## src/rtl/core/bmprle_pkg.sv

```systemverilog
// Shared constants and types for the bitmap RLE8/RLE4 decoder.
// Used by bmp_rle_decoder and its checker; depends on nothing.
package bmprle_pkg;

  // Default width of the linear write offset
  localparam int unsigned OFFSET_BITS_DEF = 24;

  // Field widths
  localparam int unsigned BYTE_W  = 8;
  localparam int unsigned DIM_W   = 13;
  localparam int unsigned LINE_W  = 16;
  localparam int unsigned PIX_W   = 24;
  localparam int unsigned LIMIT_W = 2 * DIM_W;
  localparam int unsigned TDATA_W = 48;
  localparam int unsigned TUSER_W = 2;

  // Configuration port
  localparam int unsigned PADDR_W = 4;
  localparam int unsigned PDATA_W = 32;
  localparam logic [1:0] REG_RLE4_MODE    = 2'd0;
  localparam logic [1:0] REG_IMAGE_WIDTH  = 2'd1;
  localparam logic [1:0] REG_IMAGE_HEIGHT = 2'd2;

  // Register reset values
  localparam logic [DIM_W-1:0]   WIDTH_RESET  = 13'd640;
  localparam logic [DIM_W-1:0]   HEIGHT_RESET = 13'd480;
  localparam logic [LIMIT_W-1:0] LIMIT_RESET  = 26'd307200;

  // Result kinds
  localparam logic KIND_RUN = 1'b0;
  localparam logic KIND_END = 1'b1;

  // Nibble masks
  localparam logic [BYTE_W-1:0] NIB_LO = 8'h0F;
  localparam logic [BYTE_W-1:0] NIB_HI = 8'hF0;

  // One result item
  typedef struct packed {
    logic              beyond_image;
    logic              result_kind;
    logic [BYTE_W-1:0] value_odd;
    logic [BYTE_W-1:0] value_even;
    logic [BYTE_W-1:0] run_length;
    logic [PIX_W-1:0]  pixel_offset;
  } result_t;

endpackage

```

## src/rtl/core/bmp_rle_decoder.sv

```systemverilog
// Bitmap RLE8/RLE4 stream decoder: one compressed byte in, at most one pixel run out.
// Depends on bmprle_pkg.
//
//  channel  | direction | handshake        | payload
//  ---------+-----------+------------------+-------------------------------------------
//  s_       | in        | s_tvalid/tready  | tdata: data_byte; tuser: start_image
//  m_       | out       | m_tvalid/tready  | tdata: offset,length,even,odd; tuser: kind,beyond
//  apb      | in        | psel/penable     | rle4_mode, image_width, image_height
//
// One byte is taken per cycle while the skid slot is empty; its result, if any, is registered.
// The parse is a single pass through one 16x13 multiplier (line start or delta move) and one
// add and compare (beyond-image flag) between input and result.
// A two-entry output (register plus skid) keeps input flowing while one result stalls.
// Synchronous reset clears parse state, position and configuration; no clearing pass.
module bmp_rle_decoder #(
  parameter int unsigned OFFSET_BITS = bmprle_pkg::OFFSET_BITS_DEF
) (
  input  logic                              clk,
  input  logic                              rst,
  // input stream
  input  logic                              s_tvalid,
  output logic                              s_tready,
  input  logic [bmprle_pkg::BYTE_W-1:0]     s_tdata,   // [7:0] data_byte
  input  logic                              s_tuser,   // [0] start_image
  // output stream
  output logic                              m_tvalid,
  input  logic                              m_tready,
  // [23:0] pixel_offset, [31:24] run_length, [39:32] value_even, [47:40] value_odd
  output logic [bmprle_pkg::TDATA_W-1:0]    m_tdata,
  output logic [bmprle_pkg::TUSER_W-1:0]    m_tuser,   // [0] result_kind, [1] beyond_image
  // configuration
  input  logic                              psel,
  input  logic                              penable,
  input  logic                              pwrite,
  input  logic [bmprle_pkg::PADDR_W-1:0]    paddr,
  input  logic [bmprle_pkg::PDATA_W-1:0]    pwdata,
  output logic [bmprle_pkg::PDATA_W-1:0]    prdata,
  output logic                              pready
);

  localparam int unsigned BW     = bmprle_pkg::BYTE_W;
  localparam int unsigned DW     = bmprle_pkg::DIM_W;
  localparam int unsigned LW     = bmprle_pkg::LINE_W;
  localparam int unsigned PROD_W = LW + DW;
  localparam int unsigned WIDE_W = (OFFSET_BITS + 1 > PROD_W + 1) ? OFFSET_BITS + 1
                                                                   : PROD_W + 1;

  // Parse phases
  localparam logic [2:0] PH_COUNT = 3'd0;
  localparam logic [2:0] PH_CODE  = 3'd1;
  localparam logic [2:0] PH_DX    = 3'd2;
  localparam logic [2:0] PH_DY    = 3'd3;
  localparam logic [2:0] PH_ABS   = 3'd4;
  localparam logic [2:0] PH_PAD   = 3'd5;
  localparam logic [2:0] PH_DONE  = 3'd6;

  // Configuration registers
  logic                                rle4_mode;
  logic [DW-1:0]                       image_width;
  logic [DW-1:0]                       image_height;
  logic [bmprle_pkg::LIMIT_W-1:0]      pixel_limit;
  logic                                cfg_write;

  // Parse state
  logic [2:0]             parse_phase, parse_phase_next;
  logic [BW-1:0]          held_count, held_count_next;
  logic [BW-1:0]          absolute_left, absolute_left_next;
  logic                   pad_pending, pad_pending_next;
  logic [BW-1:0]          held_delta_x, held_delta_x_next;
  logic [LW-1:0]          line_index, line_index_next;
  logic [OFFSET_BITS-1:0] write_offset, write_offset_next;

  // State as seen by this item, after an optional start_image clear
  logic [2:0]             cur_phase;
  logic [BW-1:0]          cur_count;
  logic [BW-1:0]          cur_left;
  logic                   cur_pad;
  logic [BW-1:0]          cur_dx;
  logic [LW-1:0]          cur_line;
  logic [OFFSET_BITS-1:0] cur_offset;

  logic                   in_accept;
  logic [BW-1:0]          b;
  logic [LW-1:0]          line_inc;
  logic [LW-1:0]          mul_a;
  logic [PROD_W-1:0]      mul_p;
  logic [WIDE_W-1:0]      off_wide;
  logic [BW:0]            b_plus1;
  logic [BW-1:0]          abs_len;

  bmprle_pkg::result_t    res;
  logic                   res_valid;
  bmprle_pkg::result_t    out_res, skid_res;
  logic                   out_valid, skid_valid;
  logic                   out_pop;

  // Configuration port: zero-wait, write on the access cycle
  assign pready    = 1'b1;
  assign cfg_write = psel & penable & pwrite & pready;

  // Update the image size product together with the size it depends on
  always_ff @(posedge clk) begin
    if (rst) begin
      rle4_mode    <= 1'b0;
      image_width  <= bmprle_pkg::WIDTH_RESET;
      image_height <= bmprle_pkg::HEIGHT_RESET;
      pixel_limit  <= bmprle_pkg::LIMIT_RESET;
    end else begin
      if (cfg_write) begin
        case (paddr[3:2])
          bmprle_pkg::REG_RLE4_MODE:    rle4_mode <= pwdata[0];
          bmprle_pkg::REG_IMAGE_WIDTH: begin
            image_width <= pwdata[DW-1:0];
            pixel_limit <= pwdata[DW-1:0] * image_height;
          end
          bmprle_pkg::REG_IMAGE_HEIGHT: begin
            image_height <= pwdata[DW-1:0];
            pixel_limit  <= image_width * pwdata[DW-1:0];
          end
          default: ;
        endcase
      end
    end
  end

  // Register read-back
  always_comb begin
    case (paddr[3:2])
      bmprle_pkg::REG_RLE4_MODE:    prdata = {{(bmprle_pkg::PDATA_W-1){1'b0}}, rle4_mode};
      bmprle_pkg::REG_IMAGE_WIDTH:  prdata = {{(bmprle_pkg::PDATA_W-DW){1'b0}}, image_width};
      bmprle_pkg::REG_IMAGE_HEIGHT: prdata = {{(bmprle_pkg::PDATA_W-DW){1'b0}}, image_height};
      default:                      prdata = '0;
    endcase
  end

  // Input handshake: stall only while the skid slot holds a result
  assign s_tready  = ~skid_valid;
  assign in_accept = s_tvalid & s_tready;
  assign b         = s_tdata;

  // Apply start_image before decoding this byte
  always_comb begin
    if (s_tuser) begin
      cur_phase  = PH_COUNT;
      cur_count  = '0;
      cur_left   = '0;
      cur_pad    = 1'b0;
      cur_dx     = '0;
      cur_line   = '0;
      cur_offset = '0;
    end else begin
      cur_phase  = parse_phase;
      cur_count  = held_count;
      cur_left   = absolute_left;
      cur_pad    = pad_pending;
      cur_dx     = held_delta_x;
      cur_line   = line_index;
      cur_offset = write_offset;
    end
  end

  // Shared multiplier: next line start at end of line, dy times width on a delta
  assign line_inc = cur_line + LW'(1);
  assign mul_a    = (cur_phase == PH_CODE) ? line_inc : LW'(b);
  assign mul_p    = mul_a * image_width;
  assign off_wide = WIDE_W'(cur_offset);
  assign b_plus1  = {1'b0, b} + (BW+1)'(1);

  // Pixels taken from one absolute byte
  always_comb begin
    if (rle4_mode) begin
      abs_len = (cur_left >= BW'(2)) ? BW'(2) : cur_left;
    end else begin
      abs_len = (cur_left >= BW'(1)) ? BW'(1) : BW'(0);
    end
  end

  // Decode one byte
  always_comb begin
    parse_phase_next   = cur_phase;
    held_count_next    = cur_count;
    absolute_left_next = cur_left;
    pad_pending_next   = cur_pad;
    held_delta_x_next  = cur_dx;
    line_index_next    = cur_line;
    write_offset_next  = cur_offset;
    res_valid          = 1'b0;
    res.result_kind    = bmprle_pkg::KIND_RUN;
    res.pixel_offset   = off_wide[bmprle_pkg::PIX_W-1:0];
    res.run_length     = '0;
    res.value_even     = '0;
    res.value_odd      = '0;
    res.beyond_image   = 1'b0;

    case (cur_phase)
      PH_COUNT: begin
        held_count_next  = b;
        parse_phase_next = PH_CODE;
      end
      PH_CODE: begin
        parse_phase_next = PH_COUNT;
        if (cur_count != '0) begin
          // Encoded run
          res_valid      = 1'b1;
          res.run_length = cur_count;
          if (rle4_mode) begin
            res.value_even = (b & bmprle_pkg::NIB_HI) >> 4;
            res.value_odd  = b & bmprle_pkg::NIB_LO;
          end else begin
            res.value_even = b;
            res.value_odd  = b;
          end
          write_offset_next = cur_offset + OFFSET_BITS'(cur_count);
        end else if (b == BW'(0)) begin
          // End of line: jump to the start of the next line
          line_index_next   = line_inc;
          write_offset_next = OFFSET_BITS'(WIDE_W'(mul_p));
        end else if (b == BW'(1)) begin
          // End of bitmap: ignore bytes until the next image
          res_valid        = 1'b1;
          res.result_kind  = bmprle_pkg::KIND_END;
          parse_phase_next = PH_DONE;
        end else if (b == BW'(2)) begin
          parse_phase_next = PH_DX;
        end else begin
          // Absolute run: padding fixed by the mode at its start
          absolute_left_next = b;
          pad_pending_next   = rle4_mode ? b_plus1[1] : b[0];
          parse_phase_next   = PH_ABS;
        end
      end
      PH_DX: begin
        held_delta_x_next = b;
        parse_phase_next  = PH_DY;
      end
      PH_DY: begin
        line_index_next   = cur_line + LW'(b);
        write_offset_next = OFFSET_BITS'(off_wide + WIDE_W'(cur_dx) + WIDE_W'(mul_p));
        parse_phase_next  = PH_COUNT;
      end
      PH_ABS: begin
        res_valid      = 1'b1;
        res.run_length = abs_len;
        if (rle4_mode) begin
          res.value_even = (b & bmprle_pkg::NIB_HI) >> 4;
          res.value_odd  = (abs_len == BW'(2)) ? (b & bmprle_pkg::NIB_LO) : BW'(0);
        end else begin
          res.value_even = b;
        end
        write_offset_next  = cur_offset + OFFSET_BITS'(abs_len);
        absolute_left_next = cur_left - abs_len;
        if (cur_left == abs_len) begin
          parse_phase_next = cur_pad ? PH_PAD : PH_COUNT;
        end
      end
      PH_PAD: begin
        pad_pending_next = 1'b0;
        parse_phase_next = PH_COUNT;
      end
      default: ;
    endcase

    // Flag runs that reach past the image
    if (res.result_kind == bmprle_pkg::KIND_RUN) begin
      res.beyond_image = (off_wide + WIDE_W'(res.run_length)) > WIDE_W'(pixel_limit);
    end
  end

  // Advance parse state on each accepted item
  always_ff @(posedge clk) begin
    if (rst) begin
      parse_phase   <= PH_COUNT;
      held_count    <= '0;
      absolute_left <= '0;
      pad_pending   <= 1'b0;
      held_delta_x  <= '0;
      line_index    <= '0;
      write_offset  <= '0;
    end else if (in_accept) begin
      parse_phase   <= parse_phase_next;
      held_count    <= held_count_next;
      absolute_left <= absolute_left_next;
      pad_pending   <= pad_pending_next;
      held_delta_x  <= held_delta_x_next;
      line_index    <= line_index_next;
      write_offset  <= write_offset_next;
    end
  end

  // Output register with one skid slot behind it
  assign out_pop = out_valid & m_tready;

  always_ff @(posedge clk) begin
    if (rst) begin
      out_valid  <= 1'b0;
      skid_valid <= 1'b0;
    end else if (skid_valid) begin
      if (out_pop) begin
        skid_valid <= 1'b0;
      end
    end else if (in_accept && res_valid) begin
      if (out_valid && !out_pop) begin
        skid_valid <= 1'b1;
      end else begin
        out_valid <= 1'b1;
      end
    end else if (out_pop) begin
      out_valid <= 1'b0;
    end
  end

  always_ff @(posedge clk) begin
    if (skid_valid) begin
      if (out_pop) begin
        out_res <= skid_res;
      end
    end else if (in_accept && res_valid) begin
      if (out_valid && !out_pop) begin
        skid_res <= res;
      end else begin
        out_res <= res;
      end
    end
  end

  assign m_tvalid = out_valid;
  assign m_tdata  = {out_res.value_odd, out_res.value_even, out_res.run_length,
                     out_res.pixel_offset};
  assign m_tuser  = {out_res.beyond_image, out_res.result_kind};

endmodule

```

## config.mk

```make
export PLATFORM = sky130hd
export DESIGN_NAME = bmp_rle_decoder
export DESIGN_NICKNAME = d
export VERILOG_FILES = /design/src/rtl/core/bmprle_pkg.sv /design/src/rtl/core/bmp_rle_decoder.sv
export SDC_FILE = /design/constraint.sdc
export NUM_CORES = 2
export LEC_CHECK = 0
export ABC_AREA = 1
export ABC_CLOCK_PERIOD_IN_PS = 19700
export BUFFER_PORTS_ARGS = -buffer_cell sky130_fd_sc_hd__buf_2
export CORE_MARGIN = 2
export CORE_UTILIZATION = 66
export CTS_CLUSTER_SIZE = 30
export DETAILED_ROUTE_END_ITERATION = 8
export MAX_ROUTING_LAYER = met4
export PLACE_DENSITY = 0.84
export SKIP_LAST_GASP = 1
export SLEW_MARGIN = 20
export SYNTH_ARGS = -nofsm -noshare
export SYNTH_HDL_FRONTEND = slang
export SYNTH_SLANG_ARGS = --single-unit
```

## constraint.sdc

```tcl
create_clock -name clk -period 19.7 [get_ports clk]
set_clock_uncertainty 0.05 [all_clocks]
set_input_delay 3.94 -clock clk [delete_from_list [all_inputs] [get_ports clk]]
set_output_delay 3.94 -clock clk [all_outputs]
set_load 0.01 [all_outputs]
```

-- Word level (Yosys, flattened, before mapping)
Cells that the tools add are included.
- register bits after elaboration: 223
- bits in writable memories: 0
- output and inout port bits: 85
- memories: 0
- latch bits: 0
- memory bits (read-only): 0
- logic and storage cells: 140
- reduce and logical (&&, ||, !) cells: 18
- $mul: 3
- div/mod/pow operators: 0
- equal/unequal tests: 14
- bitwise gates (word level): 5
- muxes and demuxes: 63
- shifts and indexed selects: 0
- order comparisons: 3
- $add $sub $neg: 9
- operator list (kind ; number):
    $mux 50 ; 4
    $mux 24 ; 4
    $mux 8 ; 12
    $mux 16 ; 5
    $add 24x8->24 ; 3
    $pmux 24 s3 ; 1
    $mul 13x13->26 ; 2
    $pmux 26 s2 ; 1
    $pmux 24 s2 ; 1
    $pmux 13 s3 ; 1
    $pmux 16 s2 ; 1
    $gt 25x26->1 ; 1
    $add 24x8->25 ; 1
    $add 24x24->24 ; 1
    $mul 16x13->24 ; 1
    $mux 3 ; 7
    $mux 1 ; 20
    $add 16x1->16 const B ; 1
    $add 16x8->16 ; 1
    $eq 8x2->1 const B ; 2
    $pmux 8 s2 ; 1
    $pmux 3 s5 ; 1
    $reduce_and 3->1 ; 3
    $eq 8x1->1 const B ; 1
    25 further kinds ; 39

-- Logic depth before layout (Yosys ltp)
- depth in word-level cells: 14
- gate-level depth with buffers: 52

-- Worst setup path after synthesis
No wires, ideal clock.
- path type: input -> register
- from: input s_tuser
- to: register write_offset[23]
- arrival: 11.235 ns
- data required time: 19.583 ns
- buffers on the path: 4
- stages on the path: 47
- slack: 8.348 ns
- path through: buf_6 > buf_8 > nor2_8 > nand2_4 > nor2_4 > buf_4 > clkbuf_1 > nand2_1 > o21ai_1 > inv_1 > nand2_1 > fa_1 > fa_1 > fa_1 > inv_1 > fa_1 > inv_1 > fa_1 > (+11 left out) > nand2_1 > a21oi_1 > xor2_1 > inv_1 > ha_1 > ha_1 > a21oi_1 > o21ai_0 > a21oi_1 > nand3_1 > or2_2 > nand2_1 > inv_1 > nand3_1 > nand3_1 > nand3_1 > nand2_1 > a21oi_2
- cells in the longest elaborated chain, start to end: 7
- elaborated cells on any way between the ends: 25
- RTL lines (element ; line ; source):
    start: declaration ; bmp_rle_decoder.sv:24 ; input logic s_tuser,
    parallel branches: the longest is 6 deep, another holds $mul 16x13->24 ; - ;
    $pmux 24 s3 * ; bmp_rle_decoder.sv:195 ; case (cur_phase)
    end signal: assignment ; bmp_rle_decoder.sv:286 ; write_offset <= write_offset_next;
    end: declaration ; bmp_rle_decoder.sv:71 ; logic [OFFSET_BITS-1:0] write_offset, write_offset_next;
Every way passes the cells marked *.
A chain may end at the register's enable or synchronous reset.

-- Worst setup path in the final report
- from: input s_tuser
- to: register write_offset[22]
The elaborated chain is that of the path after synthesis.

==> out/metrics.yaml <==
timing:
  fin_ws_ns: 5.81
  finalSetupViolations: 0
  final_hold_viol_count: 0
  setup-tns-final_ns: 0
  rsz0062_at_grt: "no"
  fmax_ghz: 0.0720
  final.min_clock_period_ns: 13.89
  maxSlewViolCount: 0
  relSlewSlack_pct: 22.7
  min_period_over_period_pct: 70.5
  worst_pin_slew_ns: 1.15
power_and_ir_drop:
  leakage_uw: 0.0182
  power_density_nw_per_um2: 53.9
  ir_drop_mv: 0.0591
routing:
  wl_per_cell_um: 18.5
  via_count: 30288
  drtPass1Iterations: 7
  route.detailed.drc: 0
  initialDrtViolationCount: 3236
  viasPerCell: 5.91
  routed_wl_um: 94700
  ant_nets: 0
final_layout:
  final_common_cell: "nand2_1"
  design_area_um2: 34700
  num-fill-cells: 4166
  utilization_pct: 69.7
  mostFrequentLayoutCells: "nand2_1 (981), inv_1 (961), fa_1 (402)"
  antenna_cells: 0
  drive_gt1_share_pct: 6.10
  nNetsFinal: 5195
  area_growth_syn_to_layout_pct: 4.73
  stdcell_count: 5129
worst_hold_path:
  holdCritStartpoint: "write_offset[19]"
  hold_class: "register to register"
  hold_depth: 2
  whs_endpoint: "write_offset[19]"
cts:
  cts_resized: 0
  post_cts_buffers: 0
  path_clk_slew_ns: 0.06
  tritoncts: "done"
  clk_latency_ns: 0.56
  cts_root_buffer: "clkbuf_16"
  cts_buffers: 24
  cts.sinks: 223
  cts-htree-levels: 1
  cts_buffer_depth: 3
  cts_hold_buffers: 0
placement:
  dpl_worst_slack_ns: 5.66
  dp_hpwl_um: 71000
  place.port_buffers: 95
  gp_congestion: 1.03
  placed_cell_area_um2: 34000
  placed_cells: 5085
global_routing:
  grt_pass1_wl_um: 153000
  grt_pass1_vias: 29877
  grt-ovfl-total: 0
  track_usage_pct: 37.7
  antenna_found_initial: 0
  grt_max_degree: 89
worst_setup_path:
  arrival_ns: 14.25
  rrSetupSlack_ns: 9.51
  worstPathMaxFanout: 51
  timing.rr.start: "parse_phase[0]"
  crit_type: "input port to register"
  cpPeakStageDelay_ns: 0.68
  critical_path.most_common_cell: "inv_1"
  reg2regPathDepth: 42
  worst_r2r_endpoint: "write_offset[22]"
  worstSetupEndpointType: "register"
  start_kind: "input port"
  crit_required_ns: 20.06
  cpMaxStageDelayCell: "nor2_2"
yosys:
  synth_edf_count: 100
  synth_ff_type: "dfxtp_1"
  synth_cell_types: 65
  netlist_instances: 4458
  synthTopCellsByArea: "fa_1 (24%), ha_1 (11%), nand2_1 (11%), inv_1 (11%), edfxtp_1 (9.1%)"
  synth_top_area_cell: "fa_1"
  async_flop_share_pct: 0
  netlist_area_um2: 33200
  synth.top_cell.area_share_pct: 24.3
  ys_ff_latch: 223
  synth-seq-area-share_pct: 16.5
  yosysWarningCount: 0
  syn_avg_cell_area_um2: 7.44
outcome:
  status: "complete, no violations"
floorplanning:
  chipWidth_um: 228
  core_um2: 49900
  die-area_um2: 52100
  io-pin-count: 137
  num_rows: 82
  die_height_um: 228
  initial_core_util_pct: 66.5
run:
  maxCapViolations: 0
## routing by layer
| metal | track usage [%] | part of all wire (%) | vias to the layer above |
|---|---|---|---|
| met5 | - | 0 | - |
| li1 | - | - | 13823 |
| met2 | 58.0 | 44 | 1852 |
| met1 | 48.7 | 38 | 14200 |
| met3 | 5.83 | 12 | 413 |
| met4 | 19.4 | 5.9 | 0 |
## worst max-delay path by stage
stage,start,to,slack [ns],cells after the start
floorplan,s_tuser,write_offset[23],8.35,47
global placement,s_tuser,write_offset[23],5.87,47
detailed placement,s_tuser,write_offset[22],5.66,43
CTS,s_tuser,write_offset[22],6.22,43
global route,s_tuser,write_offset[22],5.38,45
finish,s_tuser,write_offset[22],5.81,43
## where the power goes
part,switching (µW),internal [µW]
sequential,12.7,496
clock,203,263
combinational,599,300
## logic make-up after synthesis
logic type               count (synthesis)  share of synthesized area, %
XOR/XNOR                                62                          1.66
buffers and inverters                 1187                          13.9
adder cells (fa/ha/maj)                704                          35.7
AND/OR/NAND/NOR                       1560                          20.0
other                                    2                        0.0226
flip-flops                             223                          16.5
AO/OA/AOI/OAI                          720                          12.3
## critical path: cells and delay by family
family	cells	cell delay [ns]
XOR/XNOR	1	0.42
AO/OA/AOI/OAI	8	1.19
AND/OR/NAND/NOR	15	2.82
adder cells (fa/ha/maj)	8	3.36
buffers and inverters	11	2.47
## cell type report
type                       instances  area (µm²)  share of cell area, %
clock buffer                      32         661                   1.90
clock inverter                    12         129                  0.371
inverter                         989        3720                   10.7
multi-input combinational       3077       23200                   66.9
sequential                       223        5470                   15.7
tap                              672         841                   2.42
timing repair buffer             124         693                   2.00
## cell usage after synthesis, drive strengths merged (75+ instances only)
cell / count
nand2: 996
inv: 984
fa: 402
nor2: 336
ha: 302
o21ai: 279
a21oi: 260
nand3: 138
clkbuf: 123
dfxtp: 123
edfxtp: 100
buf: 75
## through the flow
stage / power [µW] / hold WS [ns]
floorplan: 1150 / 0.390
CTS: 1850 / 0.419
finish: 1870 / 0.419
global placement: 1360 / 0.398
global route: 1990 / 0.431
detailed placement: 1380 / 0.409
## flip-flops by register name, indices dropped and copies added (netlist names), 3 cells and up
register	cells
m_tdata	48
absolute_left	8
held_delta_x	8
write_offset	24
pixel_limit	26
parse_phase	3
held_count	8
skid_res	50
line_index	16
image_width	13
image_height	13
No activity file was read; power rests on OpenSTA's default activity.
